===== config.mk =====
export PLATFORM = sky130hd
export DESIGN_NAME = pfsq_queue_table
export DESIGN_NICKNAME = d
export VERILOG_FILES = /design/src/hw/rtl/pfsq_queue_table.sv
export SDC_FILE = /design/constraint.sdc
export NUM_CORES = 1
export LEC_CHECK = 0
export BUFFER_PORTS_ARGS = -buffer_cell sky130_fd_sc_hd__buf_4
export CAP_MARGIN = 10
export CORE_UTILIZATION = 27
export CTS_CLUSTER_DIAMETER = 30
export CTS_CLUSTER_SIZE = 12
export DETAILED_ROUTE_END_ITERATION = 10
export GPL_TIMING_DRIVEN = 0
export PLACE_DENSITY = 0.48
export SLEW_MARGIN = 40
export SYNTH_ARGS = -nofsm -noshare
export SYNTH_HDL_FRONTEND = slang
export SYNTH_SLANG_ARGS = --single-unit

===== constraint.sdc =====
create_clock -name clk -period 2.36 [get_ports clk]
set_input_delay 0.472 -clock clk [delete_from_list [all_inputs] [get_ports clk]]
set_output_delay 0.472 -clock clk [all_outputs]
set_load 0.02 [all_outputs]

===== src/hw/rtl/pfsq_queue_table.sv =====
// Per-queue record store (head, tail, count) with two read ports and one write port.
// Entries carry valid bits so that an entry never written reads as zero.
// No package dependencies.
module pfsq_queue_table #(
	parameter int NUM_QUEUES = 8,
	parameter int REC_BITS   = 19
) (
	input  logic                          clk,
	input  logic                          arst_n,
	input  logic                          rd_en,
	input  logic [$clog2(NUM_QUEUES)-1:0] rd_addr_a,
	input  logic [$clog2(NUM_QUEUES)-1:0] rd_addr_b,
	output logic [REC_BITS-1:0]           rd_data_a,
	output logic [REC_BITS-1:0]           rd_data_b,
	input  logic                          wr_en,
	input  logic [$clog2(NUM_QUEUES)-1:0] wr_addr,
	input  logic [REC_BITS-1:0]           wr_data
);

	logic [REC_BITS-1:0]   mem [NUM_QUEUES];
	logic [NUM_QUEUES-1:0] vld_q;
	logic [REC_BITS-1:0]   data_a_q;
	logic [REC_BITS-1:0]   data_b_q;
	logic                  vld_a_q;
	logic                  vld_b_q;

	always_ff @(posedge clk) begin
		if (wr_en) begin
			mem[wr_addr] <= wr_data;
		end
		if (rd_en) begin
			data_a_q <= mem[rd_addr_a];
			data_b_q <= mem[rd_addr_b];
		end
	end

	always_ff @(posedge clk or negedge arst_n) begin
		if (!arst_n) begin
			vld_q   <= '0;
			vld_a_q <= 1'b0;
			vld_b_q <= 1'b0;
		end else begin
			if (wr_en) begin
				vld_q[wr_addr] <= 1'b1;
			end
			if (rd_en) begin
				vld_a_q <= vld_q[rd_addr_a];
				vld_b_q <= vld_q[rd_addr_b];
			end
		end
	end

	assign rd_data_a = vld_a_q ? data_a_q : '0;
	assign rd_data_b = vld_b_q ? data_b_q : '0;

endmodule


==> results of run 1 <==
==> kinds of logic (layout without fill, tap and decap cells) <==
| logic type | Yosys count | in the layout | synth area share |
|---|---|---|---|
| flip-flops | 200 | 200 | 0.660 |
| multiplexers | 126 | 126 | 0.280 |
| AND/OR/NAND/NOR | 59 | 59 | 0.0384 |
| buffers and inverters | 28 | 136 | 0.0214 |
==> per-stage QoR <==
stage / util / total power, mW / setup slack (ns) / area (µm²)
6_report: 0.333 / 7.90 / 0.176 / 10900
3_3_place_gp: 0.307 / 5.04 / -1.99 / 10100
3_5_place_dp: 0.315 / 5.09 / 0.194 / 10300
5_1_grt: 0.333 / 8.17 / 0.0263 / 10900
4_1_cts: 0.333 / 7.98 / 0.0438 / 10900
2_1_floorplan: - / 4.68 / 0.0145 / 9020
==> final cells by class <==
cell class | instances | area [µm²] | area share
plain buffers | 26 | 190 | 0.0174
clock buffers | 17 | 425 | 0.0390
clock inverters | 15 | 163 | 0.0149
inverters | 2 | 7.51 | 0.000689
multi-input cells | 185 | 2930 | 0.269
flip-flops and latches | 200 | 5960 | 0.546
well taps | 442 | 553 | 0.0507
repair buffers | 76 | 673 | 0.0618
==> worst paths after layout <==
check | end | start | cells past startpoint | slack, ns
setup reg to reg | data_b_q[10]$_DFFE_PP_ | mem[1][10]$_DFFE_PP_ | 2 | 0.89
hold reg to reg | vld_q[7]$_DFFE_PN0P_ | vld_q[7]$_DFFE_PN0P_ | 1 | 0.50
min in group asynchronous | vld_b_q$_DFFE_PN0P_ | arst_n | 2 | 0.47
max in group asynchronous | vld_q[4]$_DFFE_PN0P_ | arst_n | 2 | 1.75
setup / recovery | rd_data_a[7] | vld_a_q$_DFFE_PN0P_ | 3 | 0.18
hold / removal | mem[6][8]$_DFFE_PP_ | wr_data[8] | 1 | 0.27
==> power groups by stage <==
stage	Combinational (mW)	Clock, mW	Sequential, mW
global route	0.954	3.10	4.12
finish	0.888	2.90	4.10
CTS	0.911	2.97	4.11
detailed placement	0.906	0	4.19
global placement	0.866	0	4.18
floorplan	0.514	0	4.17
==> worst max-delay path: cells and delay by family (launching register included) <==
family	cells	cell delay [ns]
AND/OR/NAND/NOR	1	0.29
flip-flops	1	0.34
buffers and inverters	2	0.66
==> timing repair <==
| action | 4_1_cts | 5_1_grt |
|---|---|---|
| buffers inserted | 0 | 0 |
| hold buffers | 1 | 0 |
| endpoints found under the hold margin | 10 | 0 |
==> layer usage <==
layer | vias up | part of all wire | routed length [µm] | track usage
met5 | - | 0 | 0 | 0
met4 | 0 | 0.0091 | 200 | 0.0397
met3 | 11 | 0.052 | 1150 | 0.0271
met2 | 96 | 0.52 | 11500 | 0.237
met1 | 2325 | 0.42 | 9250 | 0.170
li1 | 1965 | - | - | -
==> registers in the layout, summed over array words and instances, names as in the netlist <==
signal,count
vld_q,8
data_b_q,19
vld_b_q,1
data_a_q,19
vld_a_q,1
mem,152
==> Yosys cell counts, types with 3 or more instances <==
master | instances | area share
edfxtp_1 | 190 | 0.63
mux2_2 | 38 | 0.047
buf_6 | 8 | 0.010
or2_2 | 8 | 0.0055
clkbuf_1 | 12 | 0.0050
buf_2 | 4 | 0.0022
dfrtp_1 | 10 | 0.028
nor2_1 | 6 | 0.0025
nand2b_1 | 3 | 0.0021
and2_1 | 38 | 0.026
mux4_2 | 14 | 0.035
mux4_1 | 64 | 0.19
mux2i_1 | 10 | 0.011
==> out/results.ini, run 1 <==
[final_layout]
mostFrequentLayoutCells=edfxtp_1, buf_4, mux4_1
final_cell_count_no_fill=963
drive_above_1_share=0.370
syn_to_final_growth_pct=20.8
nets=540
n_antenna_cell=0
final_common_cell=edfxtp_1
fillers=3138

[min_path]
hp-class=input port to flop

[global_route]
grt_usage=0.136
grt_overflow=0
antenna_found_initial=0
first_global_vias=4776
grt_max_degree=41
grt_first_pass_wirelength_mm=31.9

[worst_setup_path]
worstPathRequired_ns=1.89
arrival_ns=1.71
path_max_fanout=10
crit_chain=clkbuf_1 -> and2_1 -> buf_4
critPathMaxStageDelay_ns=0.49
critical_path.slowest_cell=clkbuf_1
critPathCaptureType=output pin
worstSetupStartpointType=flop
path_class=flop to output pin

[die]
start_util=0.276
dieArea_um2=34100
rows=66
num_io_pins=70
core_um2=32700
die_x_um=185
fp.dieH_um=185

[power_and_ir_drop]
clkPwrFrac=0.368
switching_share=0.242
p_leak_nw=3.74
power.internal_mw=5.99
peakVddDrop_v=0.000501
seqPwrFrac=0.520
p_comb_frac=0.112
p_sw_mw=1.91
powerDensity_nw_per_um2=724

[timing]
hold_slack_ns=0.267
setup_viol=0
finalSetupTns_ns=0
fmax_ghz=0.458
rsz0062_at_grt=no
maxSlewViolCount=0
clock_skew_ns=0.00877
slew_headroom=0.431
fin_crit_ns=2.18
worst_slew_pin_slew_ns=0.854
hold_viol_final=0
fin_crit_sh=0.925

[clock_network]
cts_sinks=200
cts_root_buffer=clkbuf_16
cts_buffer_depth=2
cts_buffers=17
post_cts_resized=0
clk_latency_ns=0.43
cts_tree=done
clkSlewWorstSetupHoldPaths_ns=0.08
htreeDepth=4

[run]
cap_violations=0

[placed_design]
place_inst=930
port_buffers=63
dpl.hpwl_mm=14.8
gp_congestion=0.680

[outcome]
outcome=finished, final reports clean

[yosys]
syn_inst=413
ys_types=17
synth_fp_nets=445
synthFlopType=edfxtp_1
async_flop_share=0.0500
ys_seq_area_frac=0.660
yosys_warnings=0
avgSynthCellArea_um2=21.8
synth_edf_count=190
synth-seq-cells=200
syn_area_um2=9020

[detailed_routing]
wire_per_inst_um=22.9
drc=0
viasPerCell=4.57
drt_first_pass_iters=4
drt_iter0_drc=355
ant_nets=0
num_vias=4397
drt_wl_total_mm=22.1

Power figures use the tool's default switching activity.
==> run 2, diff against run 1 <==
--- a/config.mk
+++ b/config.mk
@@ -7,12 +7,11 @@
 export LEC_CHECK = 0
 export BUFFER_PORTS_ARGS = -buffer_cell sky130_fd_sc_hd__buf_4
 export CAP_MARGIN = 10
-export CORE_UTILIZATION = 27
+export CORE_UTILIZATION = 40
 export CTS_CLUSTER_DIAMETER = 30
 export CTS_CLUSTER_SIZE = 12
 export DETAILED_ROUTE_END_ITERATION = 10
 export GPL_TIMING_DRIVEN = 0
-export PLACE_DENSITY = 0.48
 export SLEW_MARGIN = 40
 export SYNTH_ARGS = -nofsm -noshare
 export SYNTH_HDL_FRONTEND = slang
==> out/results.ini, run 2 (synthesis gave the netlist of run 1 again) <==
[outcome]
outcome=finished with violations
violations=DRC

[min_path]
hp-class=input port to flop
min_path_cells=1
hold_start=wr_data[10]

[timing]
setup_ws_ns=0.148
maxSlewViolCount=0
slew_headroom=0.444
clock_skew_ns=0.00587
worst_slew_pin_slew_ns=0.833
finalSetupTns_ns=0
setup_viol=0
fin_crit_sh=0.937
fin_crit_ns=2.21
rsz0062_at_grt=no
fmax_ghz=0.452
hold_viol_final=0

[final_layout]
fillers=1763
multiInputGateArea_um2=2930
largest_reg_flops=152
syn_to_final_growth_pct=17.7
final_common_cell=edfxtp_1
largest-register=mem
drive_above_1_share=0.354
mostFrequentLayoutCells=edfxtp_1, buf_4, mux4_1
n_antenna_cell=0
regArea_um2=5960
final_cell_count_no_fill=800
top_regs=mem x152, data_a_q x19, data_b_q x19
utilization=0.483
nets=541

[placed_design]
place_inst=769
post-place-ws_ns=0.245
port_buffers=63
dpl.hpwl_mm=13.1
gp_congestion=0.764

[power_and_ir_drop]
totalPowerFinal_mw=7.70
p_leak_nw=3.71
peakVddDrop_v=0.000470
powerDensity_nw_per_um2=726

[worst_setup_path]
timing.critical_path.to=rd_data_a[7]
worstPathRequired_ns=1.89
crit_chain=clkbuf_1 -> and2_1 -> buf_4
critical_path.slowest_cell=clkbuf_1
r2r.worst_path.cells=2
reg2reg_to=data_a_q[9]$_DFFE_PP_
r2r-start=mem[1][9]$_DFFE_PP_
critPathCaptureType=output pin
path_max_fanout=10
worstSetupStartpointType=flop
arrival_ns=1.74
path_class=flop to output pin
setup.worst_path.start=vld_a_q$_DFFE_PN0P_
r2r_slack_ns=0.90
critPathMaxStageDelay_ns=0.53

[global_route]
grt_overflow=0
grt_first_pass_wirelength_mm=28.8
first_global_vias=4706
grt_max_degree=41
antenna_found_initial=0
grt_usage=0.176

[detailed_routing]
num_vias=4420
drt_wl_total_mm=19.5
viasPerCell=5.53
drc=4
ant_nets=0
drt_first_pass_iters=7
drt_iter0_drc=311
wire_per_inst_um=24.4

[die]
rows=54
num_io_pins=70
fp.dieH_um=152
core_um2=22000
dieArea_um2=23200
die_x_um=152
start_util=0.411

[clock_network]
postCtsSetupBuffers=0
cts_tree=done
htreeDepth=4
post_cts_resized=0
cts_buffer_depth=2
cts_hold_buffers=1
cts_sinks=200
clk_latency_ns=0.43
cts_buffers=17
clkSlewWorstSetupHoldPaths_ns=0.07
cts_root_buffer=clkbuf_16

[run]
cap_violations=0

-- run 2: cell types whose count changed in the layout (fill, tap and decap cells not counted), sizes merged --
cell and change:
buf +1, bufinv +1, clkbuf +1, clkinv +5
clkinvlp -3, inv -6
-- run 2: report_power, final --
| group | leakage (nW) | internal (mW) | switching [mW] |
|---|---|---|---|
| Sequential | 1.84 | 4.06 | 0.0488 |
| Combinational | 1.61 | 0.424 | 0.444 |
| Clock | 0.263 | 1.53 | 1.20 |
-- run 2: final cells by class --
cell class,instances,area share
plain buffers,26,0.0177
clock buffers,18,0.0404
clock inverters,12,0.0104
inverters,2,0.000707
multi-input cells,185,0.276
flip-flops and latches,200,0.561
well taps,280,0.0330
repair buffers,77,0.0604
-- run 2: worst max-delay path, delay by kind of cell, from the launching register on --
kind / cells / cell delay [ns]
flip-flops: 1 / 0.34
buffers and inverters: 2 / 0.69
AND/OR/NAND/NOR: 1 / 0.28
-- run 2: worst min path at each step --
stage / slack (ns) / end
final: 0.27 / mem[7][10]$_DFFE_PP_
after global routing: 0.26 / mem[5][11]$_DFFE_PP_
after CTS: 0.26 / mem[7][10]$_DFFE_PP_
after detailed placement: 0.31 / vld_a_q$_DFFE_PN0P_
after global placement: 0.31 / vld_a_q$_DFFE_PN0P_
after floorplan: 0.18 / vld_a_q$_DFFE_PN0P_
-- run 2: metrics by stage --
stage | cell area (µm²) | hold slack, ns
4_1_cts | 10600 | 0.258
2_1_floorplan | 9020 | 0.176
3_3_place_gp | 9850 | 0.305
6_report | 10600 | 0.271
5_1_grt | 10600 | 0.260
3_5_place_dp | 10100 | 0.310
-- run 2: routing by layer --
| layer | global-route usage | vias up | routed length (µm) | part of all wire |
|---|---|---|---|---|
| met2 | 0.304 | 95 | 10200 | 0.52 |
| met1 | 0.223 | 2341 | 8210 | 0.42 |
| li1 | - | 1963 | - | - |
| met3 | 0.0324 | 21 | 817 | 0.042 |
| met4 | 0.0632 | 0 | 293 | 0.015 |
| met5 | 0 | - | 0 | 0 |
==> run 3, diff against run 2 <==
--- a/config.mk
+++ b/config.mk
@@ -7,11 +7,14 @@
 export LEC_CHECK = 0
 export BUFFER_PORTS_ARGS = -buffer_cell sky130_fd_sc_hd__buf_4
 export CAP_MARGIN = 10
+export CELL_PAD_IN_SITES_DETAIL_PLACEMENT = 1
+export CELL_PAD_IN_SITES_GLOBAL_PLACEMENT = 1
 export CORE_UTILIZATION = 40
 export CTS_CLUSTER_DIAMETER = 30
 export CTS_CLUSTER_SIZE = 12
 export DETAILED_ROUTE_END_ITERATION = 10
 export GPL_TIMING_DRIVEN = 0
+export PLACE_DENSITY_LB_ADDON = 0.1
 export SLEW_MARGIN = 40
 export SYNTH_ARGS = -nofsm -noshare
 export SYNTH_HDL_FRONTEND = slang
==> out/results.ini, run 3 (synthesis gave the netlist of run 1 again) <==
[timing]
setup_viol=0
finalSetupTns_ns=0
rsz0062_at_grt=no
worst_slew_pin_slew_ns=0.774
hold_viol_final=0
clock_skew_ns=0.0118
slew_headroom=0.484
fmax_ghz=0.457
maxSlewViolCount=0
hold_slack_ns=0.272
fin_crit_ns=2.19
fin_crit_sh=0.927

[clock_network]
cts_buffer_depth=2
post_cts_resized=0
cts_root_buffer=clkbuf_16
clk_latency_ns=0.43
postCtsSetupBuffers=0
clkSlewWorstSetupHoldPaths_ns=0.07
htreeDepth=4
cts_buffers=17
cts_tree=done
cts_sinks=200

[final_layout]
final_common_cell=edfxtp_1
syn_to_final_growth_pct=19.8
mostFrequentLayoutCells=edfxtp_1, buf_4, mux4_1
top_regs=mem x152, data_a_q x19, data_b_q x19
drive_above_1_share=0.370
final_area_um2=10800
nets=543
largest-register=mem
n_antenna_cell=0
largest_reg_flops=152

[run]
cap_violations=0

[detailed_routing]
viasPerCell=5.58
ant_nets=0
drt_wl_total_mm=21.0
num_vias=4472
drc=4
drt_first_pass_iters=7
drt_iter0_drc=210
wire_per_inst_um=26.2

[global_route]
grt_overflow=0
first_global_vias=4786
antenna_found_initial=1
grt_usage=0.193
grt_first_pass_wirelength_mm=31.3
grt_max_degree=41

[die]
dieArea_um2=23200
die_x_um=152
fp.dieH_um=152
start_util=0.411
core_um2=22000
rows=54
num_io_pins=70

[placed_design]
dpl.hpwl_mm=14.4
gp_congestion=0.702
port_buffers=63
dpl_cell_area_um2=10100

[outcome]
outcome=finished with violations
violations=DRC

[power_and_ir_drop]
peakVddDrop_v=0.000465
p_leak_nw=3.80
powerDensity_nw_per_um2=758

[worst_setup_path]
r2r_slack_ns=0.86
critPathMaxStageDelay_ns=0.51
worstPathRequired_ns=1.89
cpLargestDelayFamily=buffers and inverters
cp.buffers_inverters=2
critPathCaptureType=output pin
path_max_fanout=10
critical_path.slowest_cell=clkbuf_1
path_class=flop to output pin
cp.depth=3
r2r.worst_path.cells=2
arrival_ns=1.72
crit_chain=clkbuf_1 -> and2_1 -> buf_4
worstSetupStartpointType=flop

[min_path]
hp-class=input port to flop
min_path_cells=1

## run 3: cell type report
| class | instances | area [µm²] |
|---|---|---|
| fill | 1943 | 11200 |
| sequential | 200 | 5960 |
| multi-input combinational | 185 | 2930 |
| clock buffer | 17 | 425 |
| buffer | 26 | 190 |
| clock inverter | 12 | 225 |
| timing repair buffer | 79 | 721 |
| inverter | 2 | 7.51 |
| tap | 280 | 350 |
## run 3: what timing repair did
item,CTS,global route
hold buffers,1,0
setup endpoints to repair,0,0
endpoints found under the hold margin,10,0
## run 3: final timing paths
path,startpoint,end
setup / recovery,vld_b_q$_DFFE_PN0P_,rd_data_b[10]
hold / removal,wr_data[8],mem[6][8]$_DFFE_PP_
setup reg to reg,mem[1][5]$_DFFE_PP_,data_a_q[5]$_DFFE_PP_
hold reg to reg,vld_q[5]$_DFFE_PN0P_,vld_q[5]$_DFFE_PN0P_
max in group asynchronous,arst_n,vld_q[6]$_DFFE_PN0P_
min in group asynchronous,arst_n,vld_a_q$_DFFE_PN0P_
## run 3: power by group
part / internal, mW / switching, mW
clock network: 1.97 / 1.23
registers: 4.06 / 0.0504
logic: 0.432 / 0.457
total: 6.46 / 1.73
## run 3: layer usage
| metal | up-vias | GRT usage | part of all wire |
|---|---|---|---|
| met3 | 11 | 0.0358 | 0.062 |
| met5 | - | 0 | 0 |
| li1 | 1971 | - | - |
| met1 | 2360 | 0.266 | 0.44 |
| met4 | 0 | 0.0554 | 0.0098 |
| met2 | 130 | 0.316 | 0.49 |
## run 3: through the flow
stage               cells  utilization  total power [mW]  setup WS [ns]
CTS                   801        0.492              8.27          0.112
floorplan             413            -              4.68         0.0145
finish                801        0.492              8.20          0.172
global route          801        0.492              8.47         0.0559
global placement      756        0.448              5.03          -1.77
detailed placement    771        0.462              5.09          0.165
## run 3: worst reg2reg max path: cells and delay by family, from the launching register on
kind,cells,cell delay (ns)
flops,1,0.39
mux,2,0.85
